<file path="config.mk">
export PLATFORM = sky130hd
export DESIGN_NAME = cdq_ctrl
export DESIGN_NICKNAME = d
export VERILOG_FILES = /design/src/rtl/cdq_pkg.sv /design/src/rtl/cdq_ctrl.sv
export SDC_FILE = /design/constraint.sdc
export NUM_CORES = 1
export LEC_CHECK = 0
export BUFFER_PORTS_ARGS = -buffer_cell sky130_fd_sc_hd__buf_2
export CORE_AREA = 2 2 39 41
export CTS_CLUSTER_DIAMETER = 150
export DETAILED_ROUTE_END_ITERATION = 7
export DIE_AREA = 0 0 41 43
export GPL_ROUTABILITY_DRIVEN = 0
export GPL_TIMING_DRIVEN = 0
export PLACE_DENSITY = 0.3
export SLEW_MARGIN = 10
export SYNTH_ARGS = -nofsm -noshare
export SYNTH_HDL_FRONTEND = slang
export SYNTH_SLANG_ARGS = --single-unit
</file>
<file path="constraint.sdc">
create_clock -name clock -period 2.7 [get_ports clock]
set_input_delay 0.54 -clock clock [delete_from_list [all_inputs] [get_ports clock]]
set_output_delay 0.54 -clock clock [all_outputs]
set_load 0.01 [all_outputs]
</file>
<file path="src/rtl/cdq_pkg.sv">
// Package for the circular deque: field widths, operation codes, controller
// state encoding and the command bundle from controller to datapath.
// No dependencies.
package cdq_pkg;

   localparam int MODE_W  = 2;
   localparam int FIELD_W = 32;
   localparam int CAP_W   = 11;
   localparam int RSP_W   = 72;

   typedef enum logic [MODE_W-1:0] {
      MODE_PUSH_FRONT = 2'd0,
      MODE_PUSH_BACK  = 2'd1,
      MODE_POP_FRONT  = 2'd2,
      MODE_POP_BACK   = 2'd3
   } mode_type;

   typedef enum logic [2:0] {
      ST_IDLE  = 3'b001,
      ST_FETCH = 3'b010,
      ST_SEND  = 3'b100
   } state_type;

   typedef struct packed {
      logic do_op;
      logic rd_en;
   } cmd_type;

endpackage

</file>
<file path="src/rtl/cdq_ctrl.sv">
// Controller state machine for the circular deque: accepts a request,
// schedules the ring read and holds the response until it is taken.
// Depends on cdq_pkg.
module cdq_ctrl (
   input  logic             clock,
   input  logic             reset,
   input  logic             req_tvalid,
   output logic             req_tready,
   output logic             rsp_tvalid,
   input  logic             rsp_tready,
   output cdq_pkg::cmd_type cmd
);
   import cdq_pkg::*;

   state_type state_ff;
   state_type state_in;

   always_ff @(posedge clock) begin
      if (reset) begin
         state_ff <= ST_IDLE;
      end else begin
         state_ff <= state_in;
      end
   end

   always_comb begin
      state_in = state_ff;
      unique case (state_ff)
         ST_IDLE: begin
            if (req_tvalid) state_in = ST_FETCH;
         end
         ST_FETCH: begin
            state_in = ST_SEND;
         end
         ST_SEND: begin
            if (rsp_tready) state_in = ST_IDLE;
         end
         default: begin
            state_in = ST_IDLE;
         end
      endcase
   end

   assign req_tready = (state_ff == ST_IDLE);
   assign rsp_tvalid = (state_ff == ST_SEND);
   assign cmd.do_op  = (state_ff == ST_IDLE) && req_tvalid;
   assign cmd.rd_en  = (state_ff == ST_FETCH);

endmodule

</file>
==> summary.md, run 1 <==
| Metric | Value |
|---|---|
| Status | `finished, final reports clean` |
| Worst R2R Setup Slack | `1.51 ns` |
| Cells after synthesis | `16` |
| Min cycle time layout | `1.923 ns` |
| Pleak | `0.1076 nW` |
| CP delay by family, top | `simple AND/OR/NAND/NOR gates` |
| Routed Antenna Nets | `0` |
| GR Overflow Total | `0` |
| # IOs | `8` |
| Die width | `41 um` |
| Pwr dens | `604.7 nW/um^2` |
| Row cnt | `14` |
| Number of global-route vias before repair | `149` |
| Worst-case vdd ir drop | `0.1162 mV` |
| Hold Path Cell Cnt | `2` |
| RSZ-0062 raised after global routing | `no` |
| Startpoint class of the critical path | `flop` |
| Clock sink total | `3` |
| Reg-to-reg startpoint | `state_ff[0]$_SDFFE_PP1P_` |
| Synth Area in Adders | `0` |
| First-pass GRT wire length | `600 um` |
| Post-Synth Simple-Gate Area | `0.4113` |
| Layout area overhead | `52.42%` |
| Fin. Hold Viols | `0` |
| Slowest CP cell | `or3b_2` |
| Largest register FFs | `3` |
| FF+latch count, synth | `3` |
| Hold Crit Class | `in2reg` |
| Die H | `43 um` |
| Synth area leaders | `dfxtp_1, nor3b_1, nand4bb_1` |
| Buf/Inv on CP | `3` |
| # H-tree levels | `1` |
| Syn Nets | `20` |
| Clock Path Buffers | `2` |
| Count of buffers from port buffering | `7` |
| Initial drt markers | `0` |
| Worst r2r path cells | `2` |
| CTS resizes | `0` |
| Post-DP HPWL | `268.5 um` |
| Finished Cell Area | `236.5 um^2` |
| Hold Startpoint | `reset` |
| Ys Warns | `0` |
| Synth Area in XOR/XNOR | `0` |
| Final Power | `143.0 uW` |
| Die area | `1763 um^2` |
| DRC | `0` |
| Relative slew slack | `0.8736` |
| Setup repair bufs after CTS | `0` |
| RR Endpoint | `state_ff[0]$_SDFFE_PP1P_` |
| Tightest Pin Transition | `0.1885 ns` |
| Initial antenna violation count | `0` |
| Max-cap violations | `0` |
| # hold bufs at CTS | `0` |
| Most frequent cells in the layout | `buf_2, clkbuf_4, dfxtp_1, inv_1, nor3b_1` |
| Yosys top cell by area | `dfxtp_1` |
| Sequential element share of the synthesized area | `0.3871` |
| Largest register by flop count | `state_ff` |
| CTS root buf | `clkbuf_4` |
| Period utilisation layout | `0.7123` |
| Commonest non-fill, non-tap cell in the layout | `buf_2` |
| Arr. time, crit path | `1.38 ns` |
| Fmax | `520.0 MHz` |
| Chain of cells forming the critical path | `or3b_2, inv_1, buf_4, buf_2` |
| Largest net degree at the start of global routing | `8` |
| Skew-Pair Late Insertion Delay | `0.23 ns` |
| Total core area | `1384 um^2` |
| Vias | `154` |
| Crit path from | `state_ff[1]$_SDFFE_PP0P_` |
| Share of layout cells above drive strength 1 | `0.4444` |
| Syn Std Cell Area | `155.1 um^2` |
| Final hold slack | `0.5059 ns` |
| Nets | `32` |
| Largest stage delay, worst path | `0.47 ns` |
| Worst setup EP type | `output port` |
| Cell Area, Placed | `210.2 um^2` |
| DR WL/cell | `8.395 um` |
| Via density per instance | `3.581` |
| Overall Global Routing Usage | `0.05817` |
| Diode count | `0` |
| TNS Setup | `0 ns` |
| Post-synth top area share | `0.3871` |
| Clk pin slew, worst setup/hold paths | `0.04 ns` |
| Max-slew violations | `0` |
| CTS tree | `built` |
| Cell variety after synth | `12` |
| CP max FO | `7` |
| Final Routed Wirelength | `361 um` |
| Initial Util | `0.1121` |
| Non-filler cells, final | `43` |
| Crit Path Category | `reg2out` |
| Synth Area in Compound Gates | `0.1048` |
| CTS Buf Count | `3` |
| WHS Endpoint | `state_ff[1]$_SDFFE_PP0P_` |
| Placed cell count | `39` |
| Mux cell area share after synthesis | `0` |
| Drt pass-1 iters | `1` |
| Syn Area/Cell | `9.697 um^2` |
| Biggest regs | `state_ff (3)` |
| Required @ worst endpoint | `2.16 ns` |
| Final Skew | `0.0006953 ns` |
| Largest family of logic cells by synthesized area | `simple AND/OR/NAND/NOR gates` |
| Setup-failing EPs final | `0` |
==> synthesized netlist by cell type <==
cell type  count
nand2b_1       1
dfxtp_1        3
nor2_1         1
or3b_1         1
nor3b_1        2
or3b_2         1
a211oi_1       1
nand4bb_1      1
buf_4          1
inv_1          2
or4b_1         1
a31o_1         1
==> worst max path at each step <==
stage | to | slack [ns] | depth (start not counted)
floorplan | cmd[0] | 1.17 | 3
global placement | cmd[0] | 1.03 | 4
detailed placement | cmd[0] | 1.02 | 4
CTS | cmd[0] | 0.76 | 4
global route | cmd[0] | 0.71 | 4
finish | cmd[0] | 0.78 | 4
==> report_power, final <==
group	total, mW	switching [mW]	internal, mW
sequential	0.0501	0.00317	0.0470
combinational	0.0152	0.00702	0.00823
clock	0.0776	0.0223	0.0553
==> per-stage QoR <==
| stage | setup slack [ns] | utilization |
|---|---|---|
| floorplan | 1.170 | - |
| global placement | 1.029 | 0.1519 |
| detailed placement | 1.017 | 0.1519 |
| CTS | 0.7622 | 0.1709 |
| global route | 0.7147 | 0.1709 |
| finish | 0.7768 | 0.1709 |
==> kinds of logic after synthesis <==
family | after synthesis
compound gates | 2
buf+inv | 3
flops | 3
simple gates | 8
==> area by class of cell <==
cell class,instances,area [um^2]
fill,161,1147
multi-input combinational,10,80.08
sequential,3,60.06
timing repair buffer,7,35.03
clock buffer,4,26.28
tap,16,20.02
buffer,1,7.507
inverter,2,7.507
==> worst reg2reg max path: stages, from the launching register on <==
cell	delay, ns
dfxtp_1	0.34
or4b_1	0.52
a31o_1	0.23
==> layer usage <==
layer,global-route usage,routed length (um),vias up
met4,0.08000,6,0
met1,0.06731,163,66
li1,-,-,79
met3,0.04712,44,2
met5,0,0,-
met2,0.05000,146,7
Power figures use the tool's default switching activity.
==> run 2, diff against run 1 <==
clock period = 1.75 ns   (was 2.7 ns; I/O delays follow)
==> run 2 against run 1 <==
Effect of this change:
- sequential power rose by 55%
- worst setup slack got worse by 0.70 ns
- core utilization rose by 0.090 points
- clock-buffer cell count did not move
- critical path type unchanged
- critical endpoint unchanged
- largest power group unchanged
==> summary.md, run 2 (synthesized netlist as in run 1, its figures left out) <==
| Metric | Value |
|---|---|
| Startpoint class of the critical path | `flop` |
| Most frequent cells in the layout | `buf_2, clkbuf_4, inv_1, nor3b_1, dfxtp_1` |
| Register area | `61.31 um^2` |
| Skew-Pair Late Insertion Delay | `0.23 ns` |
| GR Overflow Total | `0` |
| Crit Path Category | `reg2out` |
| Initial drt markers | `0` |
| Row cnt | `14` |
| Worst setup EP type | `output port` |
| Max-cap violations | `0` |
| Max-slew violations | `0` |
| Initial antenna violation count | `0` |
| Largest register by flop count | `state_ff` |
| Total core area | `1384 um^2` |
| Required @ worst endpoint | `1.40 ns` |
| Largest net degree at the start of global routing | `8` |
| Drt pass-1 iters | `1` |
| Final Skew | `0.0006953 ns` |
| CTS tree | `built` |
| Routed Antenna Nets | `0` |
| Period utilisation layout | `0.9578` |
| Final Worst Setup Slack | `0.07392 ns` |
| RSZ-0062 raised after global routing | `no` |
| Relative slew slack | `0.8736` |
| Die area | `1763 um^2` |
| Worst-case vdd ir drop | `0.1793 mV` |
| Pleak | `0.1080 nW` |
| Number of global-route vias before repair | `149` |
| Clock Path Buffers | `2` |
| Via density per instance | `3.581` |
| Clk pin slew, worst setup/hold paths | `0.04 ns` |
| Fill cells | `161` |
| DRC | `0` |
| First-pass GRT wire length | `600 um` |
| Share of layout cells above drive strength 1 | `0.4815` |
| Clock sink total | `3` |
| CTS Buf Count | `3` |
| Commonest non-fill, non-tap cell in the layout | `buf_2` |
| RR Endpoint | `state_ff[0]$_SDFFE_PP1P_` |
| Area of the multi-input gates | `80.08 um^2` |
| Nets | `32` |
| Fin. Hold Viols | `0` |
| Largest register FFs | `3` |
| Overall Global Routing Usage | `0.05817` |
| DR WL/cell | `8.395 um` |
| Biggest regs | `state_ff (3)` |
| Worst r2r path cells | `2` |
| # H-tree levels | `1` |
| Critical Path Sink | `cmd[0]` |
| Finished Cell Area | `237.7 um^2` |
| Count of buffers from port buffering | `7` |
| Vias | `154` |
| Fmax | `596.6 MHz` |
| Die H | `43 um` |
| Min cycle time layout | `1.676 ns` |
| Cell Area, Placed | `210.2 um^2` |
| Final Routed Wirelength | `361 um` |
| Diode count | `0` |
| TNS Setup | `0 ns` |
| # IOs | `8` |
| Die width | `41 um` |
| Tightest Pin Transition | `0.1885 ns` |
| Worst R2R Setup Slack | `0.56 ns` |
| Arr. time, crit path | `1.33 ns` |
| Layout area overhead | `53.23%` |
| CP max FO | `7` |
| Pwr dens | `929.6 nW/um^2` |
| Reg-to-reg startpoint | `state_ff[0]$_SDFFE_PP1P_` |
| Initial Util | `0.1121` |
| Worst slack, placed | `0.2573 ns` |
| Post-DP HPWL | `268.5 um` |
| Setup-failing EPs final | `0` |
| Status | `finished, final reports clean` |
| CTS root buf | `clkbuf_4` |
| Crit path from | `state_ff[1]$_SDFFE_PP0P_` |
| Hold Crit Class | `in2reg` |
run 2: cell count changes in the layout (fill, tap and decap cells not counted):
cell and change:
dfxtp_2 +1, dfxtp_1 -1
run 2: power by group:
group / internal [mW] / switching, mW / leakage (nW)
clock network: 0.0854 / 0.0344 / 0.0150
logic: 0.0127 / 0.0108 / 0.0680
registers: 0.0728 / 0.00489 / 0.0250
total: 0.171 / 0.0501 / 0.108
run 2: area by class of cell:
class / instances / share of cell area
Multi-Input combinational cell: 10 / 0.3368
Sequential cell: 3 / 0.2579
Timing Repair Buffer: 7 / 0.1474
Clock buffer: 4 / 0.1105
Tap cell: 16 / 0.08421
Buffer: 1 / 0.03158
Inverter: 2 / 0.03158
run 2: per-stage QoR:
step	util	hold slack, ns	power [mW]	std cells
global placement	0.1519	0.5151	0.1021	39
detailed placement	0.1519	0.4998	0.1022	39
global route	0.1718	0.3163	0.2380	43
floorplan	-	0.4224	0.09054	16
finish	0.1718	0.3085	0.2210	43
CTS	0.1709	0.3082	0.2283	43
run 2: routing by layer:
metal / vias to the layer above / wire length, um / global-route usage
met4: 0 / 6 / 0.08000
li1: 79 / - / -
met5: - / 0 / 0
met1: 66 / 163 / 0.06731
met3: 2 / 44 / 0.04712
met2: 7 / 146 / 0.05000
run 2: worst min path at each step:
stage	endpoint	slack (ns)	startpoint	depth (start not counted)
finish	state_ff[1]$_SDFFE_PP0P_	0.31	reset	2
global route	state_ff[1]$_SDFFE_PP0P_	0.32	reset	2
CTS	state_ff[1]$_SDFFE_PP0P_	0.31	reset	2
detailed placement	state_ff[2]$_SDFFE_PP0P_	0.50	state_ff[0]$_SDFFE_PP1P_	1
global placement	state_ff[2]$_SDFFE_PP0P_	0.52	state_ff[0]$_SDFFE_PP1P_	1
floorplan	state_ff[1]$_SDFFE_PP0P_	0.42	reset	1
run 2: worst max-delay path, cell delays in order, from the launching register on:
cell and delay [ns]:
dfxtp_2 0.36, or3b_2 0.46, inv_1 0.06, buf_4 0.09, buf_2 0.12
run 2: repair_timing:
action,CTS,global route
setup buffers,0,0
gates resized for setup,0,1
hold buffers,0,0
setup endpoints to repair,0,1
==> run 3, diff against run 2 <==
ABC_AREA = 1   (was default)
==> run 3 against run 2 <==
Effect of this change:
- sequential share of layout area shrank 0.39 points
- core utilization decreased by 0.090 points
- wire length fell by 8.6%
- die area stayed put
- clock-buffer cell count unchanged
- global-route usage is 0.51 points lower
- critical path type unchanged
- clock power hardly changed
- critical endpoint unchanged
- via count increased by 3.2%
- critical path depth increased by 1
- power is 8.4% higher
- hold slack got worse by 0.0023 ns
==> summary.md, run 3 <==
| Metric | Value |
|---|---|
| Status | `finished, final reports clean` |
| Clock sink total | `3` |
| Row cnt | `14` |
| Biggest regs | `state_ff (3)` |
| Die width | `41 um` |
| Initial antenna violation count | `0` |
| Overall Global Routing Usage | `0.05311` |
| Number of global-route vias before repair | `148` |
| CTS Buf Count | `3` |
| Die area | `1763 um^2` |
| Pwr dens | `1013 nW/um^2` |
| EDFF count, synth | `0` |
| GR Overflow Total | `0` |
| Commonest non-fill, non-tap cell in the layout | `buf_2` |
| RSZ-0062 raised after global routing | `no` |
| Setup repair bufs after CTS | `0` |
| Largest family of logic cells by synthesized area | `simple AND/OR/NAND/NOR gates` |
| CTS resizes | `0` |
| Worst R2R Setup Slack | `0.94 ns` |
| Max-slew violations | `0` |
| Async S/R FF share, synth | `0` |
| Skew-Pair Late Insertion Delay | `0.23 ns` |
| DR WL/cell | `6.600 um` |
| Crit path from | `state_ff[0]$_SDFFE_PP1P_` |
| Period utilisation layout | `0.8088` |
| Worst-case vdd ir drop | `0.2334 mV` |
| Syn Std Cell Area | `155.1 um^2` |
| First-pass GRT wire length | `545 um` |
| Clk pin slew, worst setup/hold paths | `0.04 ns` |
| Required @ worst endpoint | `1.40 ns` |
| Syn Nets | `27` |
| Synth Area in Adders | `0` |
| Largest register FFs | `3` |
| Final Skew | `0.001270 ns` |
| Setup-failing EPs final | `0` |
| Routed Antenna Nets | `0` |
| RR Endpoint | `state_ff[0]$_SDFFE_PP1P_` |
| Arr. time, crit path | `1.07 ns` |
| Die H | `43 um` |
| Post-Synth Simple-Gate Area | `0.3629` |
| Crit Path Category | `reg2out` |
| Cell variety after synth | `11` |
| Cells after synthesis | `23` |
| Critical Path Sink | `cmd[0]` |
| CTS tree | `built` |
| Share of layout cells above drive strength 1 | `0.4118` |
| Main synth FF type | `dfxtp_1` |
| Initial drt markers | `4` |
| Largest net degree at the start of global routing | `6` |
| # hold bufs at CTS | `0` |
| Final Routed Wirelength | `330 um` |
| CTS root buf | `clkbuf_4` |
| Hold Crit Class | `in2reg` |
| Fin util | `0.1709` |
| Max-cap violations | `0` |
| Synth Area in Compound Gates | `0.03226` |
| Diode count | `0` |
| # IOs | `8` |
| Clock Path Buffers | `2` |
| Min cycle time layout | `1.415 ns` |
| Drt pass-1 iters | `3` |
| # H-tree levels | `1` |
| Layout area overhead | `52.42%` |
| Count leader, synth | `inv_1` |
| Total core area | `1384 um^2` |
| Relative slew slack | `0.8965` |
| Worst setup EP type | `output port` |
| FF+latch count, synth | `3` |
| Fin. Hold Viols | `0` |
| TNS Setup | `0 ns` |
| Sequential element share of the synthesized area | `0.3871` |
| Worst r2r path cells | `5` |
| Reg-to-reg startpoint | `state_ff[1]$_SDFFE_PP0P_` |
| DRC | `0` |
| Synth Area in XOR/XNOR | `0` |
| Via density per instance | `3.180` |
| Count of buffers from port buffering | `7` |
| Yosys top cell by area | `dfxtp_1` |
| Nets | `39` |
| Vias | `159` |
| Pleak | `0.1362 nW` |
| Fmax | `706.5 MHz` |
| Tightest Pin Transition | `0.1551 ns` |
| Syn Area/Cell | `6.746 um^2` |
| Startpoint class of the critical path | `flop` |
| Mux cell area share after synthesis | `0` |
| Largest register by flop count | `state_ff` |
| Initial Util | `0.1121` |
| CP max FO | `4` |
| Synth area leaders | `dfxtp_1, inv_1, nand3_1` |
| Most frequent cells in the layout | `buf_2, inv_1` |
| Post-synth top area share | `0.3871` |
| Top cells by count, synth | `inv_1, dfxtp_1, nand3_1, nor2_1, nor3_1` |
| Ys Warns | `0` |
==> run 3: through the flow <==
| stage | instance area (um^2) | hold WS (ns) | instances | power (mW) | worst slack [ns] |
|---|---|---|---|---|---|
| 2_1_floorplan | 155.1 | 0.4191 | 23 | 0.1066 | 0.7413 |
| 3_3_place_gp | 210.2 | 0.5026 | 46 | 0.1219 | 0.5662 |
| 3_5_place_dp | 210.2 | 0.5054 | 46 | 0.1221 | 0.5611 |
| 4_1_cts | 236.5 | 0.2924 | 50 | 0.2493 | 0.3060 |
| 5_1_grt | 236.5 | 0.3039 | 50 | 0.2600 | 0.2281 |
| 6_report | 236.5 | 0.3062 | 50 | 0.2395 | 0.3347 |
==> run 3: metal layers <==
| metal | GRT usage | part of all wire | vias up |
|---|---|---|---|
| li1 | - | - | 89 |
| met1 | 0.05431 | 0.50 | 63 |
| met2 | 0.05625 | 0.37 | 7 |
| met3 | 0.01571 | 0.13 | 0 |
| met4 | 0.1000 | 0 | 0 |
| met5 | 0 | 0 | - |
==> run 3: layout make-up <==
| type | instances | area, um^2 |
|---|---|---|
| multi-input cells | 12 | 61.31 |
| flip-flops and latches | 3 | 60.06 |
| inverters | 7 | 26.28 |
| repair buffers | 7 | 35.03 |
| fillers | 162 | 1147 |
| clock buffers | 4 | 26.28 |
| plain buffers | 1 | 7.507 |
| well taps | 16 | 20.02 |
==> run 3: logic make-up after synthesis <==
logic type             Yosys count
DFF                              3
and+or+nand+nor                 11
AOI/OAI and AO/OA                1
buffers and inverters            8
==> run 3: worst min-delay path by stage <==
stage          depth (start not counted)                     start  slack, ns                       end
2_1_floorplan                          1                     reset       0.42  state_ff[2]$_SDFFE_PP0P_
3_3_place_gp                           2  state_ff[2]$_SDFFE_PP0P_       0.50  state_ff[2]$_SDFFE_PP0P_
3_5_place_dp                           2  state_ff[2]$_SDFFE_PP0P_       0.51  state_ff[2]$_SDFFE_PP0P_
4_1_cts                                2                     reset       0.29  state_ff[2]$_SDFFE_PP0P_
5_1_grt                                2                     reset       0.30  state_ff[2]$_SDFFE_PP0P_
6_report                               2                     reset       0.31  state_ff[2]$_SDFFE_PP0P_
==> run 3: critical path: stages, from the launching register on <==
cell and delay, ns:
dfxtp_1 0.38, inv_1 0.05, nand3_1 0.11, inv_1 0.05
buf_4 0.12, buf_2 0.13
==> run 3: report_power, final <==
part	switching, mW	internal, mW
registers	0.00565	0.0741
logic	0.0225	0.0180
clock network	0.0339	0.0853
total	0.0620	0.177
